--- src/rtl/core/wsd_pkg.sv ---
// ----------------------------------------------------------------------------
// WebSocket deframer package
// Parse phases, header constants and the result record shared by the stages.
// ----------------------------------------------------------------------------
package wsd_pkg;

    typedef enum logic [2:0] {
        PH_HDR0    = 3'd0,
        PH_HDR1    = 3'd1,
        PH_EXT16   = 3'd2,
        PH_EXT64   = 3'd3,
        PH_KEY     = 3'd4,
        PH_PAYLOAD = 3'd5
    } phase_t;

    localparam logic [6:0] LEN7_EXT16    = 7'd126;
    localparam logic [6:0] LEN7_EXT64    = 7'd127;
    localparam logic [2:0] EXT16_BYTES   = 3'd2;
    localparam logic [2:0] EXT64_WRAP    = 3'd0;
    localparam logic [2:0] KEY_BYTES     = 3'd4;

    typedef struct packed {
        logic [7:0] payload_byte;
        logic       byte_valid;
        logic [3:0] frame_opcode;
        logic       frame_end;
        logic       message_end;
    } result_t;

endpackage

--- src/rtl/core/wsd_in_reg.sv ---
// ----------------------------------------------------------------------------
// Input register
// Holds one received stream byte until the parser takes it.
// ----------------------------------------------------------------------------
module wsd_in_reg (
    input  logic       clk,
    input  logic       rst_n,
    input  logic [7:0] stream_byte,
    input  logic       stream_valid,
    output logic       stream_stall,
    input  logic       take,
    output logic       held_valid,
    output logic [7:0] held_byte
);

    logic       valid_reg;
    logic       valid_next;
    logic [7:0] byte_reg;
    logic       load;

    // A held byte blocks the port unless the parser consumes it this cycle.
    assign stream_stall = valid_reg && !take;
    assign load         = stream_valid && !stream_stall;

    always_comb
    begin
        if (load)
        begin
            valid_next = 1'b1;
        end
        else if (take)
        begin
            valid_next = 1'b0;
        end
        else
        begin
            valid_next = valid_reg;
        end
    end

    always_ff @(posedge clk or negedge rst_n)
    begin
        if (!rst_n)
        begin
            valid_reg <= 1'b0;
        end
        else
        begin
            valid_reg <= valid_next;
        end
    end

    always_ff @(posedge clk)
    begin
        if (load)
        begin
            byte_reg <= stream_byte;
        end
    end

    assign held_valid = valid_reg;
    assign held_byte  = byte_reg;

endmodule

--- src/rtl/core/wsd_parse.sv ---
// ----------------------------------------------------------------------------
// Frame parser
// Header, extended length and key tracking, payload unmasking, frame end flags.
// ----------------------------------------------------------------------------
module wsd_parse #(
    parameter int LENGTH_BITS = 64
) (
    input  logic              clk,
    input  logic              rst_n,
    input  logic              advance,
    input  logic [7:0]        in_byte,
    output logic              has_result,
    output wsd_pkg::result_t  result
);

    wsd_pkg::phase_t         phase_reg;
    wsd_pkg::phase_t         phase_next;
    logic [3:0]              opcode_reg;
    logic [3:0]              opcode_next;
    logic                    fin_reg;
    logic                    fin_next;
    logic                    masked_reg;
    logic                    masked_next;
    logic [2:0]              count_reg;
    logic [2:0]              count_next;
    logic [LENGTH_BITS-1:0]  len_reg;
    logic [LENGTH_BITS-1:0]  len_next;
    logic [31:0]             key_reg;
    logic [31:0]             key_next;
    logic [1:0]              offset_reg;
    logic [1:0]              offset_next;

    always_comb
    begin
        logic                   do_after;
        logic                   after_masked;
        logic                   do_finish;
        logic [LENGTH_BITS-1:0] fin_len;
        logic [LENGTH_BITS-1:0] len_shift;
        logic [2:0]             count_inc;
        logic [7:0]             key_byte;
        logic                   last;

        phase_next   = phase_reg;
        opcode_next  = opcode_reg;
        fin_next     = fin_reg;
        masked_next  = masked_reg;
        count_next   = count_reg;
        len_next     = len_reg;
        key_next     = key_reg;
        offset_next  = offset_reg;

        do_after     = 1'b0;
        after_masked = masked_reg;
        do_finish    = 1'b0;
        fin_len      = len_reg;
        len_shift    = {len_reg[LENGTH_BITS-9:0], in_byte};
        count_inc    = count_reg + 3'd1;
        key_byte     = 8'd0;
        last         = 1'b0;

        has_result          = 1'b0;
        result.payload_byte = 8'd0;
        result.byte_valid   = 1'b0;
        result.frame_opcode = opcode_reg;
        result.frame_end    = 1'b0;
        result.message_end  = 1'b0;

        unique case (phase_reg)
            wsd_pkg::PH_HDR0:
            begin
                opcode_next = in_byte[3:0];
                fin_next    = in_byte[7];
                phase_next  = wsd_pkg::PH_HDR1;
            end
            wsd_pkg::PH_HDR1:
            begin
                masked_next  = in_byte[7];
                after_masked = in_byte[7];
                key_next     = 32'd0;
                count_next   = 3'd0;
                if (in_byte[6:0] == wsd_pkg::LEN7_EXT16)
                begin
                    len_next   = '0;
                    phase_next = wsd_pkg::PH_EXT16;
                end
                else if (in_byte[6:0] == wsd_pkg::LEN7_EXT64)
                begin
                    len_next   = '0;
                    phase_next = wsd_pkg::PH_EXT64;
                end
                else
                begin
                    len_next = {{(LENGTH_BITS-7){1'b0}}, in_byte[6:0]};
                    fin_len  = {{(LENGTH_BITS-7){1'b0}}, in_byte[6:0]};
                    do_after = 1'b1;
                end
            end
            wsd_pkg::PH_EXT16, wsd_pkg::PH_EXT64:
            begin
                // Big-endian accumulation; the upper bits fall off on narrow builds.
                len_next   = len_shift;
                count_next = count_inc;
                fin_len    = len_shift;
                if ((phase_reg == wsd_pkg::PH_EXT16 && count_inc == wsd_pkg::EXT16_BYTES) ||
                    (phase_reg == wsd_pkg::PH_EXT64 && count_inc == wsd_pkg::EXT64_WRAP))
                begin
                    do_after = 1'b1;
                end
            end
            wsd_pkg::PH_KEY:
            begin
                key_next   = {key_reg[23:0], in_byte};
                count_next = count_inc;
                if (count_inc >= wsd_pkg::KEY_BYTES)
                begin
                    count_next = 3'd0;
                    do_finish  = 1'b1;
                end
            end
            wsd_pkg::PH_PAYLOAD:
            begin
                unique case (offset_reg)
                    2'd0: key_byte = key_reg[31:24];
                    2'd1: key_byte = key_reg[23:16];
                    2'd2: key_byte = key_reg[15:8];
                    2'd3: key_byte = key_reg[7:0];
                    default: key_byte = 8'd0;
                endcase
                // The length register counts down the bytes still to come.
                last        = (len_reg == {{(LENGTH_BITS-1){1'b0}}, 1'b1});
                len_next    = len_reg - {{(LENGTH_BITS-1){1'b0}}, 1'b1};
                offset_next = offset_reg + 2'd1;
                has_result          = 1'b1;
                result.payload_byte = in_byte ^ key_byte;
                result.byte_valid   = 1'b1;
                result.frame_end    = last;
                result.message_end  = last && fin_reg;
                if (last)
                begin
                    phase_next  = wsd_pkg::PH_HDR0;
                    offset_next = 2'd0;
                end
            end
            default:
            begin
                phase_next = wsd_pkg::PH_HDR0;
            end
        endcase

        if (do_after)
        begin
            count_next = 3'd0;
            if (after_masked)
            begin
                phase_next = wsd_pkg::PH_KEY;
            end
            else
            begin
                do_finish = 1'b1;
            end
        end

        if (do_finish)
        begin
            offset_next = 2'd0;
            if (fin_len == '0)
            begin
                // An empty frame ends on its last header byte with a data-less result.
                phase_next         = wsd_pkg::PH_HDR0;
                has_result         = 1'b1;
                result.frame_end   = 1'b1;
                result.message_end = fin_reg;
            end
            else
            begin
                phase_next = wsd_pkg::PH_PAYLOAD;
            end
        end
    end

    always_ff @(posedge clk or negedge rst_n)
    begin
        if (!rst_n)
        begin
            phase_reg  <= wsd_pkg::PH_HDR0;
            opcode_reg <= 4'd0;
            fin_reg    <= 1'b0;
            masked_reg <= 1'b0;
            count_reg  <= 3'd0;
            len_reg    <= '0;
            key_reg    <= 32'd0;
            offset_reg <= 2'd0;
        end
        else if (advance)
        begin
            phase_reg  <= phase_next;
            opcode_reg <= opcode_next;
            fin_reg    <= fin_next;
            masked_reg <= masked_next;
            count_reg  <= count_next;
            len_reg    <= len_next;
            key_reg    <= key_next;
            offset_reg <= offset_next;
        end
    end

endmodule

--- src/rtl/core/wsd_out_reg.sv ---
// ----------------------------------------------------------------------------
// Result register
// Holds one parsed result until the downstream side takes the transfer.
// ----------------------------------------------------------------------------
module wsd_out_reg (
    input  logic              clk,
    input  logic              rst_n,
    input  logic              load,
    input  wsd_pkg::result_t  load_result,
    output logic              slot_free,
    output logic              result_valid,
    input  logic              result_stall,
    output wsd_pkg::result_t  held_result
);

    logic             valid_reg;
    logic             valid_next;
    wsd_pkg::result_t result_reg;

    assign slot_free = !valid_reg || !result_stall;

    always_comb
    begin
        if (load)
        begin
            valid_next = 1'b1;
        end
        else if (!result_stall)
        begin
            valid_next = 1'b0;
        end
        else
        begin
            valid_next = valid_reg;
        end
    end

    always_ff @(posedge clk or negedge rst_n)
    begin
        if (!rst_n)
        begin
            valid_reg <= 1'b0;
        end
        else
        begin
            valid_reg <= valid_next;
        end
    end

    always_ff @(posedge clk)
    begin
        if (load)
        begin
            result_reg <= load_result;
        end
    end

    assign result_valid = valid_reg;
    assign held_result  = result_reg;

endmodule

--- src/rtl/core/websocket_frame_deframer_top.sv ---
// ----------------------------------------------------------------------------
// WebSocket frame deframer
// Parses framed stream bytes and delivers unmasked payload bytes with frame flags.
// ----------------------------------------------------------------------------
// The block takes one stream byte per clock unless stalled and gives at most one
// result per byte: payload bytes come out unmasked and tagged with the frame
// opcode, the last one marked with frame_end and, for a final frame, message_end;
// an empty frame yields a single data-less result on its last header byte. A byte
// needs one pass through the parser between the input register and the result
// register, so the sustained rate is one byte per cycle while result_stall is low,
// and a result is presented on the cycle after its byte is taken. Header bytes
// keep flowing while a result waits downstream; only a byte that produces a result
// waits for the result register to empty. LENGTH_BITS (16 to 64) sets the width
// of the kept frame length; longer lengths wrap to its low bits.
module websocket_frame_deframer_top #(
    parameter int LENGTH_BITS = 64
) (
    input  logic       clk,
    input  logic       rst_n,
    input  logic [7:0] stream_byte,
    input  logic       stream_valid,
    output logic       stream_stall,
    output logic [7:0] payload_byte,
    output logic       byte_valid,
    output logic [3:0] frame_opcode,
    output logic       frame_end,
    output logic       message_end,
    output logic       result_valid,
    input  logic       result_stall
);

    logic             held_valid;
    logic [7:0]       held_byte;
    logic             take;
    logic             has_result;
    logic             slot_free;
    wsd_pkg::result_t parse_result;
    wsd_pkg::result_t out_result;

    // A byte without a result never waits on the downstream side.
    assign take = held_valid && (!has_result || slot_free);

    wsd_in_reg u_in_reg (
        .clk          (clk),
        .rst_n        (rst_n),
        .stream_byte  (stream_byte),
        .stream_valid (stream_valid),
        .stream_stall (stream_stall),
        .take         (take),
        .held_valid   (held_valid),
        .held_byte    (held_byte)
    );

    wsd_parse #(
        .LENGTH_BITS (LENGTH_BITS)
    ) u_parse (
        .clk        (clk),
        .rst_n      (rst_n),
        .advance    (take),
        .in_byte    (held_byte),
        .has_result (has_result),
        .result     (parse_result)
    );

    wsd_out_reg u_out_reg (
        .clk          (clk),
        .rst_n        (rst_n),
        .load         (take && has_result),
        .load_result  (parse_result),
        .slot_free    (slot_free),
        .result_valid (result_valid),
        .result_stall (result_stall),
        .held_result  (out_result)
    );

    assign payload_byte = out_result.payload_byte;
    assign byte_valid   = out_result.byte_valid;
    assign frame_opcode = out_result.frame_opcode;
    assign frame_end    = out_result.frame_end;
    assign message_end  = out_result.message_end;

endmodule
--- config.mk ---
export PLATFORM = sky130hd
export DESIGN_NAME = websocket_frame_deframer_top
export DESIGN_NICKNAME = d
export VERILOG_FILES = /design/src/rtl/core/wsd_pkg.sv /design/src/rtl/core/wsd_in_reg.sv /design/src/rtl/core/wsd_parse.sv /design/src/rtl/core/wsd_out_reg.sv /design/src/rtl/core/websocket_frame_deframer_top.sv
export SDC_FILE = /design/constraint.sdc
export NUM_CORES = 1
export LEC_CHECK = 0
export ABC_AREA = 1
export BUFFER_PORTS_ARGS = -buffer_cell sky130_fd_sc_hd__buf_2
export CELL_PAD_IN_SITES_DETAIL_PLACEMENT = 1
export CELL_PAD_IN_SITES_GLOBAL_PLACEMENT = 1
export CORE_UTILIZATION = 40
export CTS_CLUSTER_DIAMETER = 150
export DETAILED_ROUTE_END_ITERATION = 12
export HOLD_SLACK_MARGIN = 0.12
export PLACE_DENSITY_LB_ADDON = 0.1
export SYNTH_ARGS = -nofsm -noshare
export SYNTH_HDL_FRONTEND = slang
export SYNTH_SLANG_ARGS = --single-unit
--- constraint.sdc ---
create_clock -name clk -period 2.8 [get_ports clk]
set_clock_uncertainty 0.05 [all_clocks]
set_input_delay 0.28 -clock clk [delete_from_list [all_inputs] [get_ports clk]]
set_output_delay 0.28 -clock clk [all_outputs]
set_load 0.1 [all_outputs]
# Word level (Yosys, flattened, before mapping)
# Cells that the tools add are included.
dict set report word_totals {
  ff_bits 135
  in_bits 12
  out_inout_bits 17
  elab_cells 108
}
dict set report classes {
  n_addsub 3
  magnitude_cmp 1
  eq_ne 13
  mux 43
  n_bitwise 1
  n_reduce_logical 31
}
# op n
set ops {}
lappend ops {{2-to-1 mux 64 bit} 3}
lappend ops {{case mux 64 bit (3 select lines)} 1}
lappend ops {{case mux 64 bit (2 select lines)} 1}
lappend ops {{equality test 64 x 1 -> 1 bit (second input constant)} 1}
lappend ops {{logical NOT 64 bit} 1}
lappend ops {{case mux 32 bit (2 select lines)} 1}
lappend ops {{subtractor 64 x 1 -> 64 bit (second input constant)} 1}
lappend ops {{case mux 8 bit (4 select lines)} 1}
lappend ops {{2-to-1 mux 3 bit} 9}
lappend ops {{2-to-1 mux 1 bit} 16}
lappend ops {{equality test 7 bit (second input constant)} 2}
lappend ops {{2-to-1 mux 2 bit} 6}
lappend ops {{case mux 3 bit (4 select lines)} 1}
lappend ops {{AND reduction 2 bit} 5}
lappend ops {{equality test 3 x 2 -> 1 bit (second input constant)} 3}
lappend ops {{case mux 3 bit (3 select lines)} 1}
lappend ops {{2-to-1 mux 8 bit} 1}
lappend ops {{XOR 8 bit} 1}
lappend ops {{logical AND 1 bit} 7}
lappend ops {{2-to-1 mux 7 bit} 1}
lappend ops {{equality test 3 bit (second input constant)} 2}
lappend ops {{logical NOT 3 bit} 2}
lappend ops {{nonzero test 2 bit} 3}
lappend ops {{logical NOT 1 bit} 5}
lappend ops {{other kinds (14)} 17}

# Depth between registers and ports, before layout
dict set report depth {
  word_depth 16
  depth_mapped 18
  ltp_nobuf 17
}

# By module
# Synthesis repeated with hierarchy kept, for this count alone.
dict set report unflattened {
  cells_unflattened 1114
  area_unflattened_um2 8282.9
}
# module instances cells_per_inst area_per_inst_um2 seq_area_each_um2
set modules_own_cells {}
lappend modules_own_cells {wsd_parse 1 1075 7468.4 2752.6}
lappend modules_own_cells {wsd_out_reg 1 19 491.7 475.5}
lappend modules_own_cells {wsd_in_reg 1 15 297.8 265.3}
lappend modules_own_cells {websocket_frame_deframer_top 1 5 25.0 0.0}

# Worst setup path after synthesis
# Ideal clock, no wire load.
dict set report synth_path {
  path_kind {register to register}
  from {register u_parse.count_reg[0]}
  to {register u_in_reg.valid_reg (netlist: u_in_reg.held_valid)}
  setup_ps 71
  arrival_ps 3291
  t_required_ps 2679
  setup_slack_ps -612
  path_stages_with_launch 17
  path_buffers 0
  synth_period_minus_slack_ps 3412
  path_cell_list {dfrtp_1 -> ha_1 -> ha_1 -> inv_1 -> nand2_1 -> nand2_1 -> o211ai_1 -> nand2_1 -> inv_2 -> nand2_1 -> nand2_1 -> inv_2 -> nand4_2 -> nand2_2 -> nand2_4 -> nor2_1 -> or2_2}
}
dict set report synth_between {
  elab_chain_cells 16
  elab_cells_between_ends 23
  classes_between {add/sub (1); order compare (1); eq/ne (1); mux (8); reduce/logical (12)}
}
# item line
set synth_lines {}
lappend synth_lines {{from (decl)} wsd_parse.sv:24} ;# logic [2:0] count_reg;
lappend synth_lines {{from (signal assigned)} wsd_parse.sv:201} ;# count_reg <= count_next;
lappend synth_lines {{adder 3 x 1 -> 3 bit (*)} wsd_parse.sv:58} ;# count_inc = count_reg + 3'd1;
lappend synth_lines {{branches (longest 5 deep; another with >= comparator 3 bit)} n/a}
lappend synth_lines {{2-to-1 mux 1 bit (*)} wsd_parse.sv:151} ;# if (do_after)
lappend synth_lines {{2-to-1 mux 1 bit (*)} wsd_parse.sv:164} ;# if (do_finish)
lappend synth_lines {{logical NOT 1 bit (*)} websocket_frame_deframer_top.sv:41} ;# assign take = held_valid && (!has_result || slot_free);
lappend synth_lines {{logical OR 1 bit (*)} websocket_frame_deframer_top.sv:41}
lappend synth_lines {{logical AND 1 bit (*)} websocket_frame_deframer_top.sv:41}
lappend synth_lines {{logical NOT 1 bit (*)} wsd_in_reg.sv:22} ;# assign stream_stall = valid_reg && !take;
lappend synth_lines {{logical AND 1 bit (*)} wsd_in_reg.sv:22}
lappend synth_lines {{via stream_stall} websocket_frame_deframer_top.sv:22} ;# output logic stream_stall,
lappend synth_lines {{logical NOT 1 bit (*)} wsd_in_reg.sv:23} ;# assign load = stream_valid && !stream_stall;
lappend synth_lines {{logical AND 1 bit (*)} wsd_in_reg.sv:23}
lappend synth_lines {{2-to-1 mux 1 bit or nonzero test 2 bit (tied branches)} n/a}
lappend synth_lines {{to (signal assigned)} wsd_in_reg.sv:49} ;# valid_reg <= valid_next;
lappend synth_lines {{to (decl)} wsd_in_reg.sv:16} ;# logic valid_reg;
# Mark *: on every way through the listed nets, which the timed path passes.
# A chain may end at the register's enable or synchronous reset.

# Worst setup path in the final report
dict set report layout_path {
  from {register u_in_reg.byte_reg[2] (netlist: u_in_reg.held_byte[2])}
  to {output stream_stall}
}
dict set report layout_between {
  elab_chain_cells 12
  elab_cells_between_ends 17
  classes_between {eq/ne (2); mux (9); reduce/logical (6)}
}
# item line
set layout_lines {}
lappend layout_lines {{from (decl)} wsd_in_reg.sv:18} ;# logic [7:0] byte_reg;
lappend layout_lines {{from (signal assigned)} wsd_in_reg.sv:57} ;# byte_reg <= stream_byte;
lappend layout_lines {{equality test 7 bit} wsd_parse.sv:87} ;# else if (in_byte[6:0] == wsd_pkg::LEN7_EXT64)
lappend layout_lines {{2-to-1 mux 64 bit} wsd_parse.sv:87}
lappend layout_lines {{2-to-1 mux 64 bit} wsd_parse.sv:82} ;# if (in_byte[6:0] == wsd_pkg::LEN7_EXT16)
lappend layout_lines {{case mux 64 bit (2 select lines)} wsd_parse.sv:69} ;# unique case (phase_reg)
lappend layout_lines {{logical NOT 64 bit} wsd_parse.sv:167} ;# if (fin_len == '0)
lappend layout_lines {{2-to-1 mux 1 bit} wsd_parse.sv:167}
lappend layout_lines {{2-to-1 mux 1 bit (*)} wsd_parse.sv:164}
lappend layout_lines {{logical NOT 1 bit (*)} websocket_frame_deframer_top.sv:41}
lappend layout_lines {{logical OR 1 bit (*)} websocket_frame_deframer_top.sv:41}
lappend layout_lines {{logical AND 1 bit (*)} websocket_frame_deframer_top.sv:41}
lappend layout_lines {{logical NOT 1 bit (*)} wsd_in_reg.sv:22}
lappend layout_lines {{logical AND 1 bit (*)} wsd_in_reg.sv:22}
lappend layout_lines {{to (decl)} websocket_frame_deframer_top.sv:22}
# Mark *: on every way between the ends. The rest lies on a longest branch, timed or not.

==> summary.txt <==
Critical path
  • Slowest cell delay on critical path: approximately 0.4 ns
  • Worst flop-to-flop path startpoint: u_parse.count_reg[1]
  • Critical path capture point type: output port
  • Critical path arrival: ~2.5 ns
  • Startpoint Class: flip-flop
  • CP max stage cell: edfxtp_1
  • Worst setup path end: stream_stall
  • Critical path type: flip-flop to output port
  • Crit path required time: 2.47 ns
  • R2R Setup Slk: 0.11 ns
  • CP max FO: 4
  • Reg2Reg Capture Point: u_in_reg.held_byte[6]
  • Cell Chain, Critical Path: buf_4 -> nor2_1 -> nand2_1 -> nand2_1 -> nand3_1 -> nor2_1 -> nand2_1 -> a21oi_4 -> nand4_4 -> nand2_4 -> nand2_4 -> nor2_4 -> buf_12
  • Crit. Startpoint: u_in_reg.held_byte[2]
  • Crit-path most repeated cell: nand2_1
  • Worst reg2reg path depth: 17

Logic synthesis
  • Ys async rst share: 0.830
  • Seq/Total Area, Yosys: 0.397
  • Post-synth top flop: dfrtp_1
  • Post-synth net total: about 1300
  • Syn. warnings: 0
  • Mapped cell area: 0.00880 mm^2
  • Synth unique cells: 39
  • Synth Register Bits: roughly 140
  • Syn Inst Count: 1291
  • Number of flops mapped to enable cells by yosys: 23
  • Average footprint of a synthesized cell: just under 7 um^2

CTS
  • Clk buf depth: 2
  • Root Buffer: clkbuf_16
  • Clk sink count: roughly 140
  • H-Tree Depth: 4
  • Total CTS buffers: 17
  • Worst-Skew Late Latency: 0.44 ns
  • CTS tree: built
  • Reg clk slew, reported paths: roughly 0.07 ns

Die
  • Die extent in x: 150 um
  • Die area: between 0.02 and 0.025 mm^2
  • Die height: 150 um
  • I/O pin total: 29
  • Core area: ~0.021 mm^2
  • # rows: 53
  • Initial core utilization: 0.413

Placed design
  • Placed Cells: about 1600
  • Detailed-placement wirelength estimate: 22300 um
  • Dpl ws: -0.106 ns
  • Port bufs: 28
  • Routability Congestion: between 0.8 and 0.9

STA
  • Fmax: ~360 MHz
  • Final setup fails: 1
  • Worst-margin pin slew: roughly 0.60 ns
  • Period utilization: 1.00
  • Worst Slack Setup Final: -0.00244 ns
  • Post-route minimum period: roughly 2.8 ns
  • Max_slew headroom: 0.601
  • Final count of pins violating max slew: 0
  • RSZ-0062 raised after global routing: yes
  • Final Hold Fails: 0

Run status
  • Outcome: complete, but fails checks
  • Failing checks: setup timing

Run
  • Number of max-cap violations: 0

Routing
  • Total Wirelength: around 34000 um
  • Initial DRC count: approximately 650
  • Avg WL per Cell: 20.2 um
  • Post-DRT Antenna Nets: 0
  • DRC violations left: 0
  • Vias per cell: 5.74
  • TritonRoute pass-1 iters: 5
  • DR vias: ~9600

Pwr
  • LEAKAGE: 5.49 nW
  • Worst vdd rail ir drop: roughly 0.43 mV
  • PD cells: roughly 1200 mW/mm^2

Global routing
  • Gr usage total: 0.303
  • Number of global-route vias before repair: about 9200
  • Global-route wire length before repair: ~52000 um
  • Largest net degree at the start of global routing: 83
  • Gr ovfl total: 0
  • Antenna violations before repair: 0

Cells and area
  • Layout net count: ~1400
  • Max reg flops: 64
  • Commonest non-fill, non-tap cell in the layout: nand2_1
  • Filler cells: 2758
  • P&R area growth vs syn: 23.3%
  • Antenna Cells: 0
  • Most frequent cells in the layout: nand2_1 (421), nand4_1 (120), inv_1 (100), nor2_1 (98), buf_4 (89)
  • Final non-filler cell total: around 1700
  • Layout cells sized above 1: 0.209

Hold path
  • Min-Delay Path Class: input port to asynchronous set/reset pin
[critical path, delay by kind of cell, from the launching register on]
family	cells	cell delay, ns
AOI/OAI and AO/OA	1	0.20
and+or+nand+nor	10	1.04
buffers and inverters	2	0.37
DFF	1	0.40
[per-stage QoR]
step | TNS [ns] | instance area, um^2 | utilization | hold WS (ns) | total power, mW
finish | -0.00244 | 10800 | 0.510 | 0.284 | 12.7
global route | -0.835 | 10800 | 0.510 | 0.338 | 13.6
CTS | -0.100 | 10300 | 0.484 | 0.298 | 12.0
detailed placement | -0.447 | 9510 | 0.447 | 0.218 | 9.53
global placement | 0 | 9510 | 0.447 | 0.218 | 9.38
floorplan | 0 | 8800 | - | -0.0656 | 7.27
[worst min path at each step]
stage          depth (start not counted)  startpoint                  end
5_1_grt                                2       rst_n  u_parse.len_reg[53]
2_1_floorplan                          0       rst_n  u_in_reg.held_valid
4_1_cts                                2       rst_n  u_parse.len_reg[53]
6_report                               2       rst_n  u_parse.len_reg[53]
3_3_place_gp                           1       rst_n  u_parse.len_reg[53]
3_5_place_dp                           1       rst_n  u_parse.len_reg[53]
[repair_timing]
| action | 4_1_cts | 5_1_grt |
|---|---|---|
| gates resized for setup | 25 | 114 |
| pin swaps | 6 | 18 |
| endpoints found under the setup margin | 51 | 130 |
| setup buffers | 6 | 32 |
| endpoints found under the hold margin | 40 | 0 |
| hold buffers | 11 | 0 |
[layer usage]
metal / track usage / up-vias / share of wire
met5: 0 / - / 0
met4: 0.0596 / 0 / 0.014
met3: 0.0439 / 39 / 0.048
met2: 0.471 / 236 / 0.46
met1: 0.446 / 4806 / 0.48
li1: - / 4505 / -
[cells by family after synthesis]
family                     after synthesis  share of synthesized area
and+or+nand+nor                        823                      0.409
buffers and inverters                  169                     0.0822
AOI/OAI and AO/OA                      152                     0.0960
xor gates and xnor gates                 3                    0.00299
adders and majority gates                9                     0.0128
DFF                                    135                      0.397
[layout make-up]
cell class                 count  area [um^2]  area share
clock inverter                15          134      0.0123
sequential                   135         3540       0.327
inverter                     106          400      0.0369
clock buffer                  17          425      0.0392
multi-input combinational    987         4920       0.454
tap                          275          344      0.0317
timing repair buffer         135         1080      0.0995
[synth_stat cells, drive strengths merged (3+ instances only)]
cell type,number,area share
a21oi,32,0.018
a22o,8,0.0080
nand3,83,0.049
ha,9,0.013
nor2,158,0.070
inv,105,0.045
o22ai,29,0.021
o21ai,76,0.043
nand2,442,0.19
buf,31,0.023
nand4,121,0.087
dfrtp,112,0.32
or2,3,0.0021
nor3,11,0.0068
clkbuf,32,0.014
xor2,3,0.0030
edfxtp,23,0.079
[report_power, final]
part	switching, mW	internal [mW]	total (mW)
registers	0.585	2.54	3.13
logic	4.97	2.34	7.31
clock network	1.05	1.17	2.22
total	6.60	6.06	12.7
Note: power is estimated with default switching activity, not from simulation.
